==> config.mk <==
export PLATFORM = sky130hd
export DESIGN_NAME = rtttl_note_parser_core
export DESIGN_NICKNAME = d
export VERILOG_FILES = /design/src/rtl/rtttl_pkg.sv /design/src/rtl/rtttl_serial_div.sv /design/src/rtl/rtttl_token_parser.sv /design/src/rtl/rtttl_note_parser_core.sv
export SDC_FILE = /design/constraint.sdc
export NUM_CORES = 1
export LEC_CHECK = 0
export ABC_CLOCK_PERIOD_IN_PS = 4500
export BUFFER_PORTS_ARGS = -buffer_cell sky130_fd_sc_hd__buf_2
export CORE_ASPECT_RATIO = 1.4
export CORE_MARGIN = 2
export CORE_UTILIZATION = 50
export CTS_CLUSTER_SIZE = 14
export DETAILED_ROUTE_END_ITERATION = 8
export GPL_TIMING_DRIVEN = 0
export MAX_ROUTING_LAYER = met4
export PLACE_DENSITY = 0.79
export SKIP_CTS_REPAIR_TIMING = 1
export SYNTH_ARGS = -nofsm -noshare
export SYNTH_HDL_FRONTEND = slang
export SYNTH_SLANG_ARGS = --single-unit
==> constraint.sdc <==
create_clock -name aclk -period 4.5 [get_ports aclk]
set_input_delay 0.225 -clock aclk [delete_from_list [all_inputs] [get_ports aclk]]
set_output_delay 0.225 -clock aclk [all_outputs]
set_load 0.005 [all_outputs]
==> src/rtl/rtttl_pkg.sv <==
// rtttl_pkg: shared types, constants and the note frequency table
// used by rtttl_token_parser and rtttl_note_parser_core, no dependencies
`timescale 1ns / 1ps
`default_nettype none

package rtttl_pkg;

    localparam int unsigned TIMER_HZ_DEFAULT = 8000000;
    localparam int unsigned MS_PER_MIN       = 60000;

    localparam int unsigned LEN_W    = 7;
    localparam int unsigned OCT_W    = 3;
    localparam int unsigned TEMPO_W  = 10;
    localparam int unsigned PITCH_W  = 4;
    localparam int unsigned CMP_W    = 15;
    localparam int unsigned DUR_W    = 16;
    localparam int unsigned FREQ_W   = 12;

    localparam logic [LEN_W-1:0]   RST_LEN   = 7'd4;
    localparam logic [OCT_W-1:0]   RST_OCT   = 3'd6;
    localparam logic [TEMPO_W-1:0] RST_TEMPO = 10'd63;

    // register index within the apb map
    typedef enum logic [1:0] {
        REG_LENGTH = 2'd0,
        REG_OCTAVE = 2'd1,
        REG_TEMPO  = 2'd2,
        REG_NONE   = 2'd3
    } reg_idx_t;

    // what a token end hands to the arithmetic sequencer
    typedef struct packed {
        logic               valid;
        logic               end_only;
        logic               song_end;
        logic               rest;
        logic               dot;
        logic [PITCH_W-1:0] pitch;
        logic [OCT_W-1:0]   octave;
        logic [LEN_W-1:0]   length;
        logic [TEMPO_W-1:0] tempo;
    } emit_t;

    localparam logic [FREQ_W-1:0] FREQ_TAB [4][12] = '{
        '{12'd262,  12'd277,  12'd294,  12'd311,  12'd330,  12'd349,
          12'd370,  12'd392,  12'd415,  12'd440,  12'd466,  12'd494},
        '{12'd523,  12'd554,  12'd587,  12'd622,  12'd659,  12'd698,
          12'd740,  12'd784,  12'd830,  12'd880,  12'd932,  12'd988},
        '{12'd1047, 12'd1109, 12'd1175, 12'd1244, 12'd1319, 12'd1397,
          12'd1480, 12'd1568, 12'd1660, 12'd1760, 12'd1865, 12'd1976},
        '{12'd2093, 12'd2218, 12'd2349, 12'd2489, 12'd2637, 12'd2794,
          12'd2960, 12'd3136, 12'd3320, 12'd3520, 12'd3728, 12'd3951}
    };

endpackage

`default_nettype wire

==> src/rtl/rtttl_serial_div.sv <==
// rtttl_serial_div: restoring divider, one quotient bit per cycle
// no package dependencies
`timescale 1ns / 1ps
`default_nettype none

module rtttl_serial_div #(
    parameter int unsigned DW = 23,
    parameter int unsigned VW = 12
) (
    input  wire logic          aclk,
    input  wire logic          aresetn,
    input  wire logic          start,
    input  wire logic [DW-1:0] dividend,
    input  wire logic [VW-1:0] divisor,
    output logic               done,
    output logic [DW-1:0]      quotient
);

    localparam int unsigned CNT_W = $clog2(DW + 1);

    logic [CNT_W-1:0] cnt_reg;
    logic             done_reg;
    logic [DW-1:0]    quo_reg;
    logic [VW-1:0]    rem_reg;
    logic [VW-1:0]    dsr_reg;
    logic [VW:0]      trial;
    logic             fits;

    assign trial = {rem_reg, quo_reg[DW-1]};
    assign fits  = trial >= {1'b0, dsr_reg};

    always_ff @(posedge aclk) begin
        if (!aresetn) begin
            cnt_reg  <= '0;
            done_reg <= 1'b0;
        end else begin
            done_reg <= (cnt_reg == CNT_W'(1));
            if (start) begin
                cnt_reg <= CNT_W'(DW);
            end else if (cnt_reg != '0) begin
                cnt_reg <= cnt_reg - CNT_W'(1);
            end
        end
    end

    always_ff @(posedge aclk) begin
        if (start) begin
            quo_reg <= dividend;
            rem_reg <= '0;
            dsr_reg <= divisor;
        end else if (cnt_reg != '0) begin
            quo_reg <= {quo_reg[DW-2:0], fits};
            rem_reg <= fits ? VW'(trial - {1'b0, dsr_reg}) : trial[VW-1:0];
        end
    end

    assign done     = done_reg;
    assign quotient = quo_reg;

endmodule

`default_nettype wire

==> src/rtl/rtttl_token_parser.sv <==
// rtttl_token_parser: header and note token state machine, one character per item
// depends on rtttl_pkg
`timescale 1ns / 1ps
`default_nettype none

module rtttl_token_parser (
    input  wire logic                          aclk,
    input  wire logic                          aresetn,
    input  wire logic                          accept,
    input  wire logic [7:0]                    ch,
    input  wire logic [rtttl_pkg::LEN_W-1:0]   dflt_length,
    input  wire logic [rtttl_pkg::OCT_W-1:0]   dflt_octave,
    input  wire logic [rtttl_pkg::TEMPO_W-1:0] dflt_tempo,
    output rtttl_pkg::emit_t                   emit
);

    import rtttl_pkg::*;

    typedef enum logic [1:0] {
        PH_NAME     = 2'd0,
        PH_SETTINGS = 2'd1,
        PH_NOTES    = 2'd2
    } phase_t;

    typedef enum logic [1:0] {
        KEY_NONE   = 2'd0,
        KEY_LENGTH = 2'd1,
        KEY_OCTAVE = 2'd2,
        KEY_TEMPO  = 2'd3
    } key_t;

    localparam logic [PITCH_W-1:0] PITCH_B = 4'd11;

    function automatic logic [OCT_W-1:0] clamp_oct(input logic [OCT_W-1:0] o);
        logic [OCT_W-1:0] r;
        r = (o < 3'd4) ? 3'd4 : o;
        return r;
    endfunction

    phase_t             phase_reg;
    key_t               key_reg;
    logic [LEN_W-1:0]   slen_reg;
    logic [OCT_W-1:0]   soct_reg;
    logic [TEMPO_W-1:0] stempo_reg;
    logic [2:0]         step_reg;
    logic [LEN_W-1:0]   tlen_reg;
    logic [PITCH_W-1:0] tpitch_reg;
    logic [OCT_W-1:0]   toct_reg;
    logic               f_rest_reg, f_dot_reg, f_oct_reg, f_len_reg;

    logic               is_digit;
    logic [3:0]         dig;
    logic               is_letter;
    logic [PITCH_W-1:0] letter;
    logic               pending;
    logic [10:0]        len_acc;
    logic [13:0]        tempo_acc;
    logic [10:0]        tok_acc;

    assign is_digit  = (ch >= 8'h30) && (ch <= 8'h39);
    assign dig       = is_digit ? ch[3:0] : 4'd0;
    assign pending   = (phase_reg == PH_NOTES) && (step_reg >= 3'd3);
    assign len_acc   = 11'(slen_reg) * 11'd10 + 11'(dig);
    assign tempo_acc = 14'(stempo_reg) * 14'd10 + 14'(dig);
    assign tok_acc   = 11'(tlen_reg) * 11'd10 + 11'(dig);

    always_comb begin
        is_letter = 1'b1;
        letter    = '0;
        case (ch)
            "c":     letter = 4'd0;
            "d":     letter = 4'd2;
            "e":     letter = 4'd4;
            "f":     letter = 4'd5;
            "g":     letter = 4'd7;
            "a":     letter = 4'd9;
            "b":     letter = 4'd11;
            "p":     letter = 4'd12;
            default: is_letter = 1'b0;
        endcase
    end

    // result request for the character at the input
    always_comb begin
        emit.valid    = (ch == 8'd0) || (pending && (ch == ","));
        emit.end_only = (ch == 8'd0) && !pending;
        emit.song_end = (ch == 8'd0);
        emit.rest     = f_rest_reg || emit.end_only;
        emit.dot      = f_dot_reg;
        emit.pitch    = emit.rest ? '0 : tpitch_reg;
        emit.octave   = clamp_oct((f_oct_reg && !emit.end_only) ? toct_reg : soct_reg);
        emit.length   = f_len_reg ? tlen_reg : slen_reg;
        emit.tempo    = stempo_reg;
    end

    always_ff @(posedge aclk) begin
        if (!aresetn) begin
            phase_reg  <= PH_NAME;
            key_reg    <= KEY_NONE;
            slen_reg   <= RST_LEN;
            soct_reg   <= RST_OCT;
            stempo_reg <= RST_TEMPO;
            step_reg   <= '0;
            tlen_reg   <= '0;
            tpitch_reg <= '0;
            toct_reg   <= '0;
            f_rest_reg <= 1'b0;
            f_dot_reg  <= 1'b0;
            f_oct_reg  <= 1'b0;
            f_len_reg  <= 1'b0;
        end else if (accept) begin
            if (ch == 8'd0 || (phase_reg == PH_NOTES && ch == ",")) begin
                // end of token or song: start a fresh token
                step_reg   <= '0;
                tlen_reg   <= '0;
                tpitch_reg <= '0;
                toct_reg   <= '0;
                f_rest_reg <= 1'b0;
                f_dot_reg  <= 1'b0;
                f_oct_reg  <= 1'b0;
                f_len_reg  <= 1'b0;
                if (ch == 8'd0) begin
                    phase_reg <= PH_NAME;
                    key_reg   <= KEY_NONE;
                end
            end else begin
                case (phase_reg)
                    PH_NAME: begin
                        if (ch == ":") begin
                            phase_reg  <= PH_SETTINGS;
                            key_reg    <= KEY_NONE;
                            slen_reg   <= dflt_length;
                            soct_reg   <= dflt_octave;
                            stempo_reg <= dflt_tempo;
                        end
                    end
                    PH_SETTINGS: begin
                        if (ch == ":") begin
                            phase_reg  <= PH_NOTES;
                            key_reg    <= KEY_NONE;
                            step_reg   <= '0;
                            tlen_reg   <= '0;
                            tpitch_reg <= '0;
                            toct_reg   <= '0;
                            f_rest_reg <= 1'b0;
                            f_dot_reg  <= 1'b0;
                            f_oct_reg  <= 1'b0;
                            f_len_reg  <= 1'b0;
                        end else if (ch == ",") begin
                            key_reg <= KEY_NONE;
                        end else if (ch == "d") begin
                            key_reg  <= KEY_LENGTH;
                            slen_reg <= '0;
                        end else if (ch == "o") begin
                            key_reg  <= KEY_OCTAVE;
                            soct_reg <= '0;
                        end else if (ch == "b") begin
                            key_reg    <= KEY_TEMPO;
                            stempo_reg <= '0;
                        end else if (is_digit) begin
                            case (key_reg)
                                KEY_LENGTH: slen_reg <= (len_acc > 11'd99) ? 7'd99
                                                                           : len_acc[6:0];
                                KEY_OCTAVE: begin
                                    soct_reg <= (dig > 4'd7) ? 3'd7 : dig[2:0];
                                    key_reg  <= KEY_NONE;
                                end
                                KEY_TEMPO: stempo_reg <= (tempo_acc > 14'd999) ? 10'd999
                                                                               : tempo_acc[9:0];
                                default: ;
                            endcase
                        end
                    end
                    PH_NOTES: begin
                        case (step_reg)
                            3'd0, 3'd1, 3'd2: begin
                                if (is_digit && step_reg < 3'd2) begin
                                    tlen_reg  <= tok_acc[6:0];
                                    f_len_reg <= 1'b1;
                                    step_reg  <= step_reg + 3'd1;
                                end else if (is_letter) begin
                                    if (letter == 4'd12) begin
                                        f_rest_reg <= 1'b1;
                                        tpitch_reg <= '0;
                                    end else begin
                                        tpitch_reg <= letter;
                                    end
                                    step_reg <= 3'd3;
                                end
                            end
                            3'd3, 3'd4, 3'd5: begin
                                if (step_reg == 3'd3 && ch == "#") begin
                                    if (!f_rest_reg && tpitch_reg != PITCH_B) begin
                                        tpitch_reg <= tpitch_reg + 4'd1;
                                    end
                                    step_reg <= 3'd4;
                                end else if (step_reg != 3'd5 && ch == ".") begin
                                    f_dot_reg <= 1'b1;
                                    step_reg  <= 3'd5;
                                end else if (is_digit) begin
                                    toct_reg  <= (dig < 4'd4) ? 3'd4
                                               : (dig > 4'd7) ? 3'd7 : dig[2:0];
                                    f_oct_reg <= 1'b1;
                                    step_reg  <= 3'd6;
                                end
                            end
                            3'd6: begin
                                if (ch == ".") begin
                                    f_dot_reg <= 1'b1;
                                    step_reg  <= 3'd7;
                                end
                            end
                            default: ;
                        endcase
                    end
                    default: phase_reg <= PH_NAME;
                endcase
            end
        end
    end

endmodule

`default_nettype wire

==> src/rtl/rtttl_note_parser_core.sv <==
// rtttl_note_parser_core: top level, apb registers, division sequencer, result register
// depends on rtttl_pkg, rtttl_token_parser and rtttl_serial_div
`timescale 1ns / 1ps
`default_nettype none

// RTTTL ringtone parser. Characters arrive one per item on the s_ channel and
// each is taken as soon as it arrives while the parser is idle. An item that
// ends a note token (',' after a note letter, or the terminating zero) emits
// one result on the m_ channel: pitch, clamped octave, rest flag, tone timer
// compare value (TIMER_CLOCK_HZ / frequency - 1) and the duration in ms. The
// arithmetic runs on one shared bit-serial divider giving one quotient bit per
// cycle; a note needs up to three divisions (timer clock by frequency, 60000
// by tempo, then by length) on a divider DW bits wide, where DW is the bit
// width of TIMER_CLOCK_HZ but at least 16; rests skip the first division,
// and a zero tempo or length skips the last two. While that runs, and until
// the result moves into the output register, s_ready is low; a finished result
// sits in that register so ordinary characters keep flowing while the sink
// stalls. Defaults for length, octave and tempo sit at apb byte addresses 0,
// 4 and 8 and should only be written while idle.

module rtttl_note_parser_core #(
    parameter int unsigned TIMER_CLOCK_HZ = rtttl_pkg::TIMER_HZ_DEFAULT
) (
    input  wire logic                          aclk,
    input  wire logic                          aresetn,
    input  wire logic                          s_valid,
    output logic                               s_ready,
    input  wire logic [7:0]                    s_ch,
    output logic                               m_valid,
    input  wire logic                          m_ready,
    output logic [rtttl_pkg::PITCH_W-1:0]      m_pitch,
    output logic [rtttl_pkg::OCT_W-1:0]        m_note_octave,
    output logic                               m_is_rest,
    output logic [rtttl_pkg::CMP_W-1:0]        m_compare_value,
    output logic [rtttl_pkg::DUR_W-1:0]        m_duration_ms,
    output logic                               m_bad_value,
    output logic                               m_song_end,
    input  wire logic                          psel,
    input  wire logic                          penable,
    input  wire logic                          pwrite,
    input  wire logic [3:0]                    paddr,
    input  wire logic [31:0]                   pwdata,
    output logic [31:0]                        prdata,
    output logic                               pready
);

    import rtttl_pkg::*;

    // dividend must hold the timer clock and the ms-per-minute constant
    localparam int unsigned CLK_BITS = $clog2(TIMER_CLOCK_HZ + 1);
    localparam int unsigned DW       = (CLK_BITS > 16) ? CLK_BITS : 16;

    typedef enum logic [2:0] {
        ST_IDLE  = 3'd0,
        ST_FREQ  = 3'd1,
        ST_TEMPO = 3'd2,
        ST_LEN   = 3'd3,
        ST_HOLD  = 3'd4
    } state_t;

    // ---- configuration registers ----
    logic [LEN_W-1:0]   dlen_reg;
    logic [OCT_W-1:0]   doct_reg;
    logic [TEMPO_W-1:0] dtempo_reg;
    reg_idx_t           reg_idx;
    logic               wr_en;

    assign pready  = 1'b1;
    assign reg_idx = reg_idx_t'(paddr[3:2]);
    assign wr_en   = psel && penable && pwrite;

    always_ff @(posedge aclk) begin
        if (!aresetn) begin
            dlen_reg   <= RST_LEN;
            doct_reg   <= RST_OCT;
            dtempo_reg <= RST_TEMPO;
        end else if (wr_en) begin
            case (reg_idx)
                REG_LENGTH: dlen_reg   <= pwdata[LEN_W-1:0];
                REG_OCTAVE: doct_reg   <= pwdata[OCT_W-1:0];
                REG_TEMPO:  dtempo_reg <= pwdata[TEMPO_W-1:0];
                default: ;
            endcase
        end
    end

    always_comb begin
        case (reg_idx)
            REG_LENGTH: prdata = 32'(dlen_reg);
            REG_OCTAVE: prdata = 32'(doct_reg);
            REG_TEMPO:  prdata = 32'(dtempo_reg);
            default:    prdata = '0;
        endcase
    end

    // ---- character parser ----
    emit_t emit;
    logic  s_accept;

    assign s_accept = s_valid && s_ready;

    rtttl_token_parser u_parser (
        .aclk        (aclk),
        .aresetn     (aresetn),
        .accept      (s_accept),
        .ch          (s_ch),
        .dflt_length (dlen_reg),
        .dflt_octave (doct_reg),
        .dflt_tempo  (dtempo_reg),
        .emit        (emit)
    );

    // ---- shared divider ----
    logic              div_start_reg;
    logic [DW-1:0]     div_a_reg;
    logic [FREQ_W-1:0] div_b_reg;
    logic              div_done;
    logic [DW-1:0]     div_q;

    rtttl_serial_div #(
        .DW (DW),
        .VW (FREQ_W)
    ) u_div (
        .aclk     (aclk),
        .aresetn  (aresetn),
        .start    (div_start_reg),
        .dividend (div_a_reg),
        .divisor  (div_b_reg),
        .done     (div_done),
        .quotient (div_q)
    );

    // ---- division sequencer and result register ----
    state_t             state_reg;
    emit_t              job_reg;
    logic               bad_reg;
    logic [CMP_W-1:0]   cmp_reg;
    logic [DUR_W-1:0]   dur_reg;
    logic               emit_bad;
    logic               div_go;
    logic [DW-1:0]      q_dec;
    logic [CMP_W-1:0]   cmp_sat;
    logic [17:0]        dur_x4;
    logic [19:0]        dur_x6;
    logic [18:0]        dur_scaled;
    logic [DUR_W-1:0]   dur_sat;
    logic               out_free;

    assign s_ready  = (state_reg == ST_IDLE);
    assign out_free = !m_valid || m_ready;
    assign emit_bad = (emit.tempo == '0) || (emit.length == '0);

    // a division starts the cycle after its operands are loaded
    always_comb begin
        case (state_reg)
            ST_IDLE:  div_go = s_accept && emit.valid && !emit.end_only &&
                               (!emit.rest || !emit_bad);
            ST_FREQ:  div_go = div_done && !bad_reg;
            ST_TEMPO: div_go = div_done;
            default:  div_go = 1'b0;
        endcase
    end

    // compare value: quotient minus one, saturated to the timer width
    assign q_dec   = (div_q == '0) ? '0 : div_q - DW'(1);
    assign cmp_sat = (q_dec > DW'({CMP_W{1'b1}})) ? {CMP_W{1'b1}} : q_dec[CMP_W-1:0];

    // duration: times four, then times one and a half when dotted
    assign dur_x4     = {div_q[15:0], 2'b00};
    assign dur_x6     = {2'b00, dur_x4} + {1'b0, dur_x4, 1'b0};
    assign dur_scaled = job_reg.dot ? dur_x6[19:1] : {1'b0, dur_x4};
    assign dur_sat    = (dur_scaled > 19'(16'hffff)) ? 16'hffff : dur_scaled[DUR_W-1:0];

    always_ff @(posedge aclk) begin
        if (!aresetn) begin
            state_reg     <= ST_IDLE;
            div_start_reg <= 1'b0;
            m_valid       <= 1'b0;
        end else begin
            div_start_reg <= div_go;
            // result register: loaded from the hold state, cleared once taken
            if (state_reg == ST_HOLD && out_free) begin
                m_valid <= 1'b1;
            end else if (m_valid && m_ready) begin
                m_valid <= 1'b0;
            end
            case (state_reg)
                ST_IDLE: begin
                    if (s_accept && emit.valid) begin
                        job_reg <= emit;
                        bad_reg <= emit_bad && !emit.end_only;
                        cmp_reg <= '0;
                        dur_reg <= '0;
                        if (emit.end_only) begin
                            state_reg <= ST_HOLD;
                        end else if (!emit.rest) begin
                            div_a_reg <= DW'(TIMER_CLOCK_HZ);
                            div_b_reg <= FREQ_TAB[emit.octave[1:0]][emit.pitch];
                            state_reg <= ST_FREQ;
                        end else if (!emit_bad) begin
                            div_a_reg <= DW'(MS_PER_MIN);
                            div_b_reg <= FREQ_W'(emit.tempo);
                            state_reg <= ST_TEMPO;
                        end else begin
                            state_reg <= ST_HOLD;
                        end
                    end
                end
                ST_FREQ: begin
                    if (div_done) begin
                        cmp_reg <= cmp_sat;
                        if (!bad_reg) begin
                            div_a_reg <= DW'(MS_PER_MIN);
                            div_b_reg <= FREQ_W'(job_reg.tempo);
                            state_reg <= ST_TEMPO;
                        end else begin
                            state_reg <= ST_HOLD;
                        end
                    end
                end
                ST_TEMPO: begin
                    if (div_done) begin
                        div_a_reg <= div_q;
                        div_b_reg <= FREQ_W'(job_reg.length);
                        state_reg <= ST_LEN;
                    end
                end
                ST_LEN: begin
                    if (div_done) begin
                        dur_reg   <= dur_sat;
                        state_reg <= ST_HOLD;
                    end
                end
                ST_HOLD: begin
                    // wait for the result register to drain
                    if (out_free) begin
                        m_pitch         <= job_reg.pitch;
                        m_note_octave   <= job_reg.octave;
                        m_is_rest       <= job_reg.rest;
                        m_compare_value <= cmp_reg;
                        m_duration_ms   <= dur_reg;
                        m_bad_value     <= bad_reg;
                        m_song_end      <= job_reg.song_end;
                        state_reg       <= ST_IDLE;
                    end
                end
                default: state_reg <= ST_IDLE;
            endcase
        end
    end

endmodule

`default_nettype wire
### After elaboration in Yosys (flattened, before gate mapping)

Index checks and enable logic that the tools add are counted.
Widths: inputs -> output; s select.

| storage, ports and cells | value |
|---|---|
| input port bits | 51 |
| flip-flop bits (word level) | 258 |
| word-level logic and storage cells | 389 |
| output and inout bits | 76 |

| operators by class | value |
|---|---|
| eq/ne operators | 83 |
| order comparisons | 14 |
| muxes and demuxes | 157 |
| reductions and logical operators | 74 |
| bitwise operators | 4 |
| $add $sub $neg | 9 |
| multiply operators | 3 |

Operator list:

| operator | count |
|---|---|
| $bmux 144 s2 | 1 |
| $mux 144 | 2 |
| $mux 23 | 10 |
| $mux 12 | 10 |
| $mux 3 | 33 |
| $mux 7 | 14 |
| $mux 10 | 9 |
| $eq 8x7->1 const B | 9 |
| $pmux 23 s3 | 1 |
| $bmux 12 s4 | 1 |
| $mux 16 | 3 |
| $mux 15 | 3 |
| $mux 4 | 9 |
| $ne 4x4->1 const B | 9 |
| $pmux 12 s3 | 1 |
| $eq 8x6->1 const B | 4 |
| $pmux 16 s2 | 1 |
| $pmux 10 s3 | 1 |
| $pmux 15 s2 | 1 |
| $reduce_and 10->1 | 3 |
| $mux 2 | 14 |
| $pmux 4 s7 | 1 |
| $pmux 7 s2 | 2 |
| $reduce_and 7->1 | 4 |
| 80 further kinds | 198 |

### Longest topological paths before layout

Gate-level depths: netlist of run 1.

| logic depth | value |
|---|---|
| word-level depth | 20 |
| mapped depth | 16 |
| depth with buffers taken out | 15 |

### Cells and area by module

Synthesis of run 1 repeated with hierarchy kept, for this count alone.

| unflattened totals | value |
|---|---|
| cell total of the unflattened synthesis | 1,666 |
| area, all modules | 16,075.4 µm² |

By module, submodules not included:

| module | seq. area each (µm²) | cells each | instances | area each (µm²) |
|---|---|---|---|---|
| rtttl_note_parser_core | 4,554.4 | 831 | 1 | 8,742.1 |
| rtttl_token_parser | 880.8 | 591 | 1 | 4,535.6 |
| rtttl_serial_div | 1,411.4 | 244 | 1 | 2,797.7 |

### Worst setup path before layout of run 1

OpenSTA, ideal clock, no wires.

| path | value |
|---|---|
| path type | flip-flop to flip-flop |
| start | register u_parser.step_reg[1] |
| end | register div_a_reg[0], enable pin |
| data required time | 4,029 ps |
| path buffers | 1 |
| cell stages (with the launch flop) | 10 |
| arrival time | 4,112 ps |
| setup slack | -83 ps |
| setup time | 471 ps |
| cells stage by stage | dfxtp_1 ha_1 ha_1 a211oi_1 o211ai_2 and2_1 buf_2 inv_2 a32o_1 nor3_1 |

| between the ends | value |
|---|---|
| word-level cells in the longest chain between the ends | 7 |
| elaborated cells between the ends (all ways) | 12 |
| those cells by class | order compare: 1; eq/ne: 3; reduce/logical: 8 |

RTL lines:

| item | line | text |
|---|---|---|
| start: declaration | rtttl_token_parser.sv:45 | `logic [2:0] step_reg;` |
| start signal: assignment | rtttl_token_parser.sv:180 | `step_reg <= step_reg + 3'd1;` |
| $ge 3x2->1 (*) | rtttl_token_parser.sv:62 | `assign pending = (phase_reg == PH_NOTES) && (step_reg >= 3'd3);` |
| $logic_and 1x1->1 (*) | rtttl_token_parser.sv:62 |  |
| $logic_not 1->1 or $logic_and 1x1->1 (tied branches) | rtttl_token_parser.sv:86, rtttl_token_parser.sv:85 |  |
| $logic_and 1x1->1 or $logic_or 1x1->1 (tied branches) | rtttl_token_parser.sv:86, rtttl_token_parser.sv:85 |  |
| $logic_or 1x1->1 or $logic_and 1x1->1 (tied branches) | rtttl_token_parser.sv:88, rtttl_note_parser_core.sv:189 |  |
| $ne 3x3->1 (no line) or $ne 2x1->1 (tied branches) | n/a |  |
| $reduce_and 8->1 (no line) (*) | n/a |  |
| end signal: assignment | rtttl_note_parser_core.sv:197 | `div_a_reg <= DW'(TIMER_CLOCK_HZ);` |
| end signal: assignment | rtttl_note_parser_core.sv:201 | `div_a_reg <= DW'(MS_PER_MIN);` |
| end signal: assignment | rtttl_note_parser_core.sv:213 | `div_a_reg <= DW'(MS_PER_MIN);` |
| end: declaration | rtttl_note_parser_core.sv:115 | `logic [DW-1:0] div_a_reg;` |

Mark *: on every way between the ends. The rest lies on a longest branch, timed or not.
A chain may end at the register's enable or synchronous reset.

### Final worst setup path of run 1

| path | value |
|---|---|
| start | register u_parser.step_reg[0] |
| end | register div_b_reg[8] (data pin) |

| between the ends | value |
|---|---|
| word-level cells in the longest chain between the ends | 20 |
| elaborated cells between the ends (all ways) | 23 |
| those cells by class | order compare: 2; mux: 13; bitwise: 2; reduce/logical: 6 |

RTL lines:

| item | line | text |
|---|---|---|
| $ge 3x2->1 (*) | rtttl_token_parser.sv:62 |  |
| $logic_and 1x1->1 (*) | rtttl_token_parser.sv:62 |  |
| $logic_not 1->1 (*) | rtttl_token_parser.sv:86 | `emit.end_only = (ch == 8'd0) && !pending;` |
| $logic_and 1x1->1 (*) | rtttl_token_parser.sv:86 |  |
| $logic_not 1->1 | rtttl_token_parser.sv:91 | `emit.octave = clamp_oct((f_oct_reg && !emit.end_only) ? toct_reg : soct_reg);` |
| $logic_and 1x1->1 | rtttl_token_parser.sv:91 |  |
| $mux 3 | rtttl_token_parser.sv:91 |  |
| $lt 3x3->1 | rtttl_token_parser.sv:36 | `r = (o < 3'd4) ? 3'd4 : o;` |
| (+2 left out) | n/a |  |
| $bmux 144 s2 | rtttl_note_parser_core.sv:198 | `div_b_reg <= FREQ_TAB[emit.octave[1:0]][emit.pitch];` |
| $mux 144 (implied by the code) (2 in a row) | rtttl_note_parser_core.sv:198 |  |
| $bmux 12 s4 | rtttl_note_parser_core.sv:198 |  |
| $mux 12 (implied by the code) (2 in a row) | rtttl_note_parser_core.sv:198 |  |
| $mux 12 (*) | rtttl_note_parser_core.sv:196 | `end else if (!emit.rest) begin` |
| $mux 12 (*) | rtttl_note_parser_core.sv:194 | `if (emit.end_only) begin` |
| $mux 12 (*) | rtttl_note_parser_core.sv:189 | `if (s_accept && emit.valid) begin` |
| $pmux 12 s3 (*) | rtttl_note_parser_core.sv:187 | `case (state_reg)` |
| end signal: assignment | rtttl_note_parser_core.sv:198 |  |
| end signal: assignment | rtttl_note_parser_core.sv:202 | `div_b_reg <= FREQ_W'(emit.tempo);` |
| end signal: assignment | rtttl_note_parser_core.sv:214 | `div_b_reg <= FREQ_W'(job_reg.tempo);` |
| end: declaration | rtttl_note_parser_core.sv:116 | `logic [FREQ_W-1:0] div_b_reg;` |

Mark *: on every way between the ends. The rest lies on a longest branch, timed or not. The select of a mux whose other input is x is not followed.

==> impl_metrics.toml, run 1 <==
[global_routing]
first_global_vias = 12670
grt_antenna_before_repair = 0
grt_pass1_wl_mm = 66.7
globalRouteOverflowTotal = 0
grt_start_max_net_pins = 29
globalRouteTotalUtil_pct = 26.4

[yosys]
ys_top_cells_by_count = "edfxtp_1 (170), nand2_1 (155), nor2_1 (118)"
yosysUniqueCellTypes = 84
synthDominantCellAreaShare_pct = 33.0
netlist_area_mm2 = 0.0155
largest_cells_by_area_after_synthesis = "edfxtp_1 (33%), dfxtp_1 (11%), ha_1 (8.3%)"
synth-edff-count = 170
yosysWarningCount = 0
synth.ff_latch_count = 258
synth.most_common_cell = "edfxtp_1"
synth_cells = 1599
async_flop_share_pct = 0
synth_flop_cell = "edfxtp_1"
synthDominantAreaCellType = "edfxtp_1"
synth_area_per_cell_um2 = 9.66
synth_sequential_area_ratio_pct = 44.4

[worst_setup_path]
critical_path_required_ns = 4.88
critical_path.startpoint_type = "flop"
worst_r2r_path_depth = 14
crit_path_end_kind = "flop"
cpPeakStageDelay_ns = 0.76
critical_path_arrival_ns = 4.56
crit_path_top_delay_cell = "a2111oi_1"
worstPathMaxFanout = 10
cp_cell_sequence = "ha_1, ha_1, a211oi_1, o211ai_2, and2_1, o21a_1, buf_2, ha_1, clkbuf_1, nor2_1, a211oi_1, a2111oi_1, nor3_1, o21ai_1"
kind_of_critical_path = "reg -> reg"
crit_top_cell = "ha_1"

[drt]
met1_length_mm = 15.3
wl_met2_mm = 22.6
drc_errors = 0
highest_layer = "met4"
ant_nets = 0
drt-total-wl_mm = 42.5
met3RoutedLength_mm = 2.10
drt-pass1-iter-count = 7
drt-vias-per-instance = 6.00
wl_per_cell_um = 19.7
first_iter_violations = 837
dr_total_vias = 12918

[layout]
antenna_diode_count = 0
final_area_mm2 = 0.0175
num-fill-cells = 2656
multi_input_comb_area_mm2 = 0.00794
largest_register_ff_count = 27
nNetsFinal = 1904
seqCellArea_mm2 = 0.00687
drive_gt1_share_pct = 12.1
layout-area-overhead-vs-synth_pct = 13.5

[power_and_ir_drop]
max-vdd-ir-drop_uv = 289
leakagePower_nw = 6.93
fin_total_pwr_mw = 7.76
power-per-cell-area_mw_per_mm2 = 442

[floorplanning]
die_area_mm2 = 0.0323
start_util_pct = 50.5
core.rowCount = 76
die-height_um = 212
core_box_area_mm2 = 0.0306
pin_count = 127
dieWidth_um = 153

[sta]
clock-skew-final_ns = 0.0279
post-route-min-period_ns = 4.17
final_hold_viol_count = 0
maxClockFrequency_ghz = 0.240
tightest_slew_ns = 1.28
report.final.setup_viol = 0
fin_ws_ns = 0.326
slew_headroom_pct = 14.1
maxSlewViolCount = 0
final.period_utilization_pct = 92.8
finalHoldWorstSlack_ns = 0.0523
setup_repair_after_global_routing_missed_its_margin = "false"

[clock_network]
cts_buffer_depth = 3
clock_latency_ns = 0.55
ctsRootBufferMaster = "clkbuf_16"
clock_h_tree_levels = 1
clk_transition_reported_paths_ns = 0.06
inserted_clock_buffers = 26
cts.sinks = 258
cts_tree = "done"

[worst_hold_path]
hold-path-cell-count = 4
worstHoldPathType = "in -> reg"

[placed_design]
placement_setup_slack_ns = 0.311
port-buffer-count = 76
placed_cell_area_mm2 = 0.0165
gp_congestion = 0.994
place.detailed.hpwl_mm = 32.1

[outcome]
status = "complete, no violations"

[run]
maxCapViolations = 0
[worst max-delay path, delay by kind of cell (launching register included)]
family	cells	cell delay, ns
simple gates	3	0.59
fa+ha+maj	3	0.73
flops	1	0.38
compound gates	6	1.80
buf+inv	2	0.49
[logic make-up (layout without fill, tap and decap cells)]
kind of cell               count (synthesis)  count (layout)  share of synthesized area, %
adders and majority gates                111             111                          9.38
and+or+nand+nor                          522             522                          16.7
DFF                                      258             258                          44.4
muxes                                     52              52                          3.48
xor gates and xnor gates                  67              67                          3.80
AOI/OAI and AO/OA                        414             414                          17.2
other                                      2              24                        0.0486
buffers and inverters                    173             314                          4.97
[power by group]
part / internal [mW] / switching (mW)
Sequential: 2.77 / 0.217
Combinational: 1.00 / 1.46
Clock: 1.36 / 0.937
[layout by cell type (no fill, tap or decap), types with 8 or more instances in the layout]
cell type,n
dlygate4sd3_1,10
xnor2_1,49
inv_1,65
fa_1,8
clkbuf_1,56
nand2b_1,24
a31oi_1,23
o221ai_1,8
nor4_1,8
a211oi_1,19
a21o_1,13
o21a_1,11
mux2_2,14
nand4_1,13
buf_2,93
conb_1,24
dfxtp_1,88
o21ai_0,85
a211o_1,9
o211ai_1,19
nor3b_1,10
xor2_1,18
a21oi_1,110
ha_1,103
a22oi_1,9
nand3_1,48
and2_1,8
nor2_1,117
o31ai_1,8
buf_4,27
clkbuf_16,27
and3_1,19
nand2_1,155
nor3_1,55
edfxtp_1,170
o21ai_1,24
mux2i_1,38
nor2b_1,17
[path summary, 6_finish.rpt]
path | start | slack (ns) | to
hold / removal | m_ready | 0.05 | m_valid
setup reg to reg | u_parser.step_reg[0] | 0.33 | div_b_reg[8]
hold reg to reg | dur_reg[12] | 0.40 | m_duration_ms[12]
setup / recovery | u_parser.step_reg[0] | 0.33 | div_b_reg[8]
[metal layers]
layer  up-vias  GRT usage (%)
met4         0           14.2
met2       489           49.6
met3       172           2.94
li1       6123              -
met1      6134           26.8
met5         -              -
[final cells by class]
class	instances	share of cell area, %
clock buffer	34	4.11
tap	390	2.78
multi-input combinational	1190	45.3
timing repair buffer	94	3.30
buffer	100	2.82
clock inverter	14	1.05
inverter	72	1.54
sequential	258	39.1
[stage by stage]
stage	TNS (ns)	util (%)	std cells
after floorplan	0	-	1621
after global placement	-77.06	53.6	2087
after detailed placement	0	54.0	2094
after CTS	0	57.0	2142
after global routing	0	57.3	2152
final	0	57.3	2152
Note: power is estimated with default switching activity, not from simulation.
==> run 2, diff against run 1 <==
Settings changed: CORE_UTILIZATION 50 to 55, PLACE_DENSITY 0.79 to 0.87.
==> impl_metrics.toml, run 2 (synthesized netlist as in run 1, its figures left out) <==
[global_routing]
globalRouteTotalUtil_pct = 28.3
grt_start_max_net_pins = 29
grt-busiest-layer = "met2"
grt_use_met3_pct = 3.21
first_global_vias = 12597
grt_pass1_wl_mm = 65.1
grt.met1_usage_pct = 29.0
globalRouteOverflowTotal = 0
grt_antenna_before_repair = 1
gr-usage-met2_pct = 51.5

[placed_design]
placed_cells_incl_taps = 2072
gp_congestion = 0.961
port-buffer-count = 76
placed_cell_area_mm2 = 0.0165
place.detailed.hpwl_mm = 30.6

[drt]
drc_errors = 0
dr_total_vias = 12822
wl_per_cell_um = 19.4
ant_nets = 0
drt-pass1-iter-count = 5
drt-total-wl_mm = 41.2
first_iter_violations = 996
drt-vias-per-instance = 6.03

[worst_hold_path]
hold_start = "m_ready"
worstHoldPathType = "in -> reg"

[worst_setup_path]
crit_top_cell = "ha_1"
crit_path_end_kind = "flop"
worstPathMaxFanout = 10
timing.rr.start = "u_parser.step_reg[0]"
crit_family = "compound AO/OA/AOI/OAI gates"
sum_of_buffers_and_inverters_on_the_critical_path = 2
cpPeakStageDelay_ns = 0.49
crit_path_top_delay_cell = "ha_1"
cp_cell_sequence = "ha_1, ha_1, a211oi_1, o211ai_2, and2_1, o21a_1, buf_2, inv_2, ha_1, nand2_1, a311oi_1, a21oi_1, o2111ai_1, nand3_1"
critical_path_required_ns = 4.75
critical_path.startpoint_type = "flop"
kind_of_critical_path = "reg -> reg"
critical_path_arrival_ns = 4.37
startpoint = "u_parser.step_reg[0]"

[floorplanning]
start_util_pct = 55.9
die-height_um = 202
die_area_mm2 = 0.0295
pin_count = 127
core_box_area_mm2 = 0.0277
core.rowCount = 72
dieWidth_um = 146

[sta]
post-route-min-period_ns = 4.12
maxClockFrequency_ghz = 0.243
slew_headroom_pct = 14.9
clock-skew-final_ns = 0.0291
tightest_slew_ns = 1.27
final_hold_viol_count = 0
setup_repair_after_global_routing_missed_its_margin = "false"
timing.setup.tns_ns = 0
final.period_utilization_pct = 91.5
maxSlewViolCount = 0
report.final.setup_viol = 0

[run]
maxCapViolations = 0

[layout]
nNetsFinal = 1900
seqCellArea_mm2 = 0.00687
final_cell_mix = "edfxtp_1 (170), nand2_1 (155), nor2_1 (117)"
layout-area-overhead-vs-synth_pct = 12.5
drive_gt1_share_pct = 11.7
multi_input_comb_area_mm2 = 0.00794
layout.cells.most_common = "edfxtp_1"
largest_register_ff_count = 27
final_area_mm2 = 0.0174
fin_cells = 2126
num-fill-cells = 2210

[clock_network]
cts_tree = "done"
cts.sinks = 258
clock_latency_ns = 0.55
inserted_clock_buffers = 25
ctsRootBufferMaster = "clkbuf_16"
clk_transition_reported_paths_ns = 0.07
cts_buffer_depth = 3
clock_h_tree_levels = 1

[power_and_ir_drop]
max-vdd-ir-drop_uv = 264
power-per-cell-area_mw_per_mm2 = 435
leakagePower_nw = 6.87

[outcome]
status = "complete, no violations"
## run 2: changes by cell type in the layout (fill, tap and decap cells not counted), sizes merged
| cell | change |
|---|---|
| clkbuf | -1 |
| inv | +2 |
| clkinv | -4 |
| buf | -2 |
| bufinv | -2 |
| diode | +1 |
## run 2: per-layer routing
layer,wire length [um],vias up
li1,-,6115
met1,14900,6028
met2,21600,506
met3,2050,173
met4,2680,0
met5,0,-
## run 2: area by class of cell
class                      instances  share of cell area, %
multi-input combinational       1190                   45.7
antenna                            1                 0.0144
clock inverter                    10                  0.662
buffer                           100                   2.84
clock buffer                      34                   3.91
tap                              370                   2.66
inverter                          72                   1.55
sequential                       258                   39.5
timing repair buffer              91                   3.18
## run 2: worst reg2reg max path, cell delays in order (launching register included)
cell,delay (ns)
dfxtp_1,0.37
ha_1,0.24
ha_1,0.21
a211oi_1,0.44
o211ai_2,0.27
and2_1,0.26
o21a_1,0.18
buf_2,0.18
inv_2,0.21
ha_1,0.49
nand2_1,0.18
a311oi_1,0.33
a21oi_1,0.09
o2111ai_1,0.20
nand3_1,0.15
## run 2: worst paths after layout
kind | to | slack, ns | cells after the start
min reg2reg | m_duration_ms[10] | 0.42 | 0
max | div_b_reg[5] | 0.38 | 14
min | state_reg[2] | 0.06 | 4
max reg2reg | div_b_reg[5] | 0.38 | 14
## run 2: report_power, final
group          internal, mW  switching [mW]  leakage, nW
clock network          1.18           0.906        0.382
registers              2.77           0.220         2.27
logic                 0.997            1.48         4.22
total                  4.95            2.61         6.87
## run 2: through the flow
stage	setup slack, ns	hold WS, ns	util, %	power [mW]
after global routing	0.123	0.0975	62.9	7.95
after CTS	0.321	-0.0934	62.5	7.53
after global placement	-1.61	0.400	59.2	5.34
after detailed placement	0.355	0.405	59.6	5.44
final	0.380	0.0561	62.9	7.56
after floorplan	0.390	0.349	-	4.84
==> run 3, diff against run 2 <==
Settings changed: ABC_CLOCK_PERIOD_IN_PS 4500 to 4100, CORE_UTILIZATION 55 to 58, PLACE_DENSITY 0.87 to 0.88, SLEW_MARGIN set to 20.
Clock period 4.5 ns to 4.1 ns, I/O delays scaled along.
==> impl_metrics.toml, run 3 (synthesized netlist as in run 1, its figures left out) <==
[floorplanning]
die-height_um = 197
start_util_pct = 59.0
dieWidth_um = 142
die_area_mm2 = 0.0280
core_box_area_mm2 = 0.0262
core.rowCount = 70
pin_count = 127

[layout]
nNetsFinal = 1901
fin_cells = 2083
final_cell_mix = "edfxtp_1 (170), nand2_1 (155), nor2_1 (117)"
seqCellArea_mm2 = 0.00687
multi_input_comb_area_mm2 = 0.00798
layout.cells.most_common = "edfxtp_1"
drive_gt1_share_pct = 12.3
num-fill-cells = 1968
layout-area-overhead-vs-synth_pct = 12.9
largest_register_ff_count = 27
layout.core_utilization_pct = 66.7

[worst_setup_path]
crit_path_top_delay_cell = "ha_1"
crit_top_cell = "ha_1"
cp_cell_sequence = "ha_1, ha_1, a211oi_2, o211ai_2, and2_1, o21a_1, buf_2, inv_2, ha_1, inv_1, ha_1, a21oi_1, nor2_1, o21ai_0, o211ai_1, nand3_1"
crit_path_end_kind = "flop"
critical_path_arrival_ns = 4.20
critical_path_required_ns = 4.35
cpPeakStageDelay_ns = 0.40
kind_of_critical_path = "reg -> reg"
critical_path.startpoint_type = "flop"
worstPathMaxFanout = 10

[sta]
final.period_utilization_pct = 96.3
maxClockFrequency_ghz = 0.253
finalHoldWorstSlack_ns = 0.0804
setup_repair_after_global_routing_missed_its_margin = "false"
report.final.setup_viol = 0
slew_headroom_pct = 40.4
tightest_slew_ns = 0.893
maxSlewViolCount = 0
clock-skew-final_ns = 0.0306
final_hold_viol_count = 0
post-route-min-period_ns = 3.95

[global_routing]
grt.met1_usage_pct = 29.1
grt_start_max_net_pins = 26
grt_antenna_before_repair = 1
first_global_vias = 12849
globalRouteOverflowTotal = 0
grt_use_met3_pct = 4.02
globalRouteTotalUtil_pct = 29.7
grt_pass1_wl_mm = 64.4
grt-busiest-layer = "met2"
gr-usage-met2_pct = 53.8

[power_and_ir_drop]
switching_share_pct = 34.2
leakagePower_nw = 6.91
cell_internal_pwr_mw = 5.51
fin_total_pwr_mw = 8.37
net-switching-power_mw = 2.86
max-vdd-ir-drop_uv = 267
seq_power_share_pct = 39.3
power-per-cell-area_mw_per_mm2 = 480
power_share_of_the_clock_group_pct = 28.2
power.combinational.fraction_pct = 32.4

[placed_design]
placed_cells_incl_taps = 2028
place.detailed.hpwl_mm = 30.6
port-buffer-count = 76
gp_congestion = 1.03

[clock_network]
ctsRootBufferMaster = "clkbuf_16"
cts_tree = "done"
clk_transition_reported_paths_ns = 0.07
cts.sinks = 258
inserted_clock_buffers = 25
clock_latency_ns = 0.56
clock_h_tree_levels = 1
cts_buffer_depth = 3

[drt]
drt-pass1-iter-count = 8
ant_nets = 0
drc_errors = 0
drt-total-wl_mm = 40.9
wl_per_cell_um = 19.6
dr_total_vias = 13209
drt-vias-per-instance = 6.34
first_iter_violations = 1056

[worst_hold_path]
worstHoldPathType = "in -> reg"

[outcome]
status = "complete, no violations"

[run]
maxCapViolations = 0
-- run 3: worst paths after layout --
kind	startpoint	endpoint	slack, ns	cells after the start
min reg2reg	dur_reg[3]	m_duration_ms[3]	0.39	0
min	m_ready	state_reg[2]	0.08	4
max reg2reg	u_parser.step_reg[0]	div_b_reg[6]	0.15	16
max	u_parser.step_reg[0]	div_b_reg[6]	0.15	16
-- run 3: cell type report --
type | instances | share of cell area, %
diodes | 1 | 0.0143
inverters | 72 | 1.55
well taps | 324 | 2.32
plain buffers | 99 | 2.81
clock inverters | 8 | 0.609
clock buffers | 38 | 4.22
flip-flops and latches | 258 | 39.3
repair buffers | 93 | 3.42
multi-input cells | 1190 | 45.7
-- run 3: critical path: cells and delay by family, from the launching register on --
kind,cells,cell delay (ns)
compound gates,6,1.00
flops,1,0.39
simple gates,3,0.50
buf+inv,3,0.56
fa+ha+maj,4,1.18
-- run 3: power groups by stage --
stage,clock (mW),combinational (mW),sequential [mW]
after floorplan,0,2.07,3.24
after global placement,0,2.52,3.32
after detailed placement,0,2.65,3.33
after global routing,2.47,3.02,3.31
after CTS,2.38,2.67,3.28
final,2.36,2.72,3.29
-- run 3: through the flow --
| step | TNS [ns] | worst slack (ns) | instance area [um^2] |
|---|---|---|---|
| floorplan | 0 | 0.590 | 15500 |
| global placement | -17.30 | -0.458 | 16300 |
| detailed placement | 0 | 0.00294 | 16500 |
| CTS | -0.0562 | -0.0562 | 17300 |
| global route | 0 | 0.0123 | 17500 |
| finish | 0 | 0.150 | 17500 |
-- run 3: metal layers --
metal | vias up | wire [um] | part of all wire [%]
met5 | - | 0 | 0
met4 | 0 | 3130 | 7.7
met3 | 226 | 2560 | 6.3
met2 | 648 | 21100 | 52
met1 | 6216 | 14100 | 35
li1 | 6119 | - | -
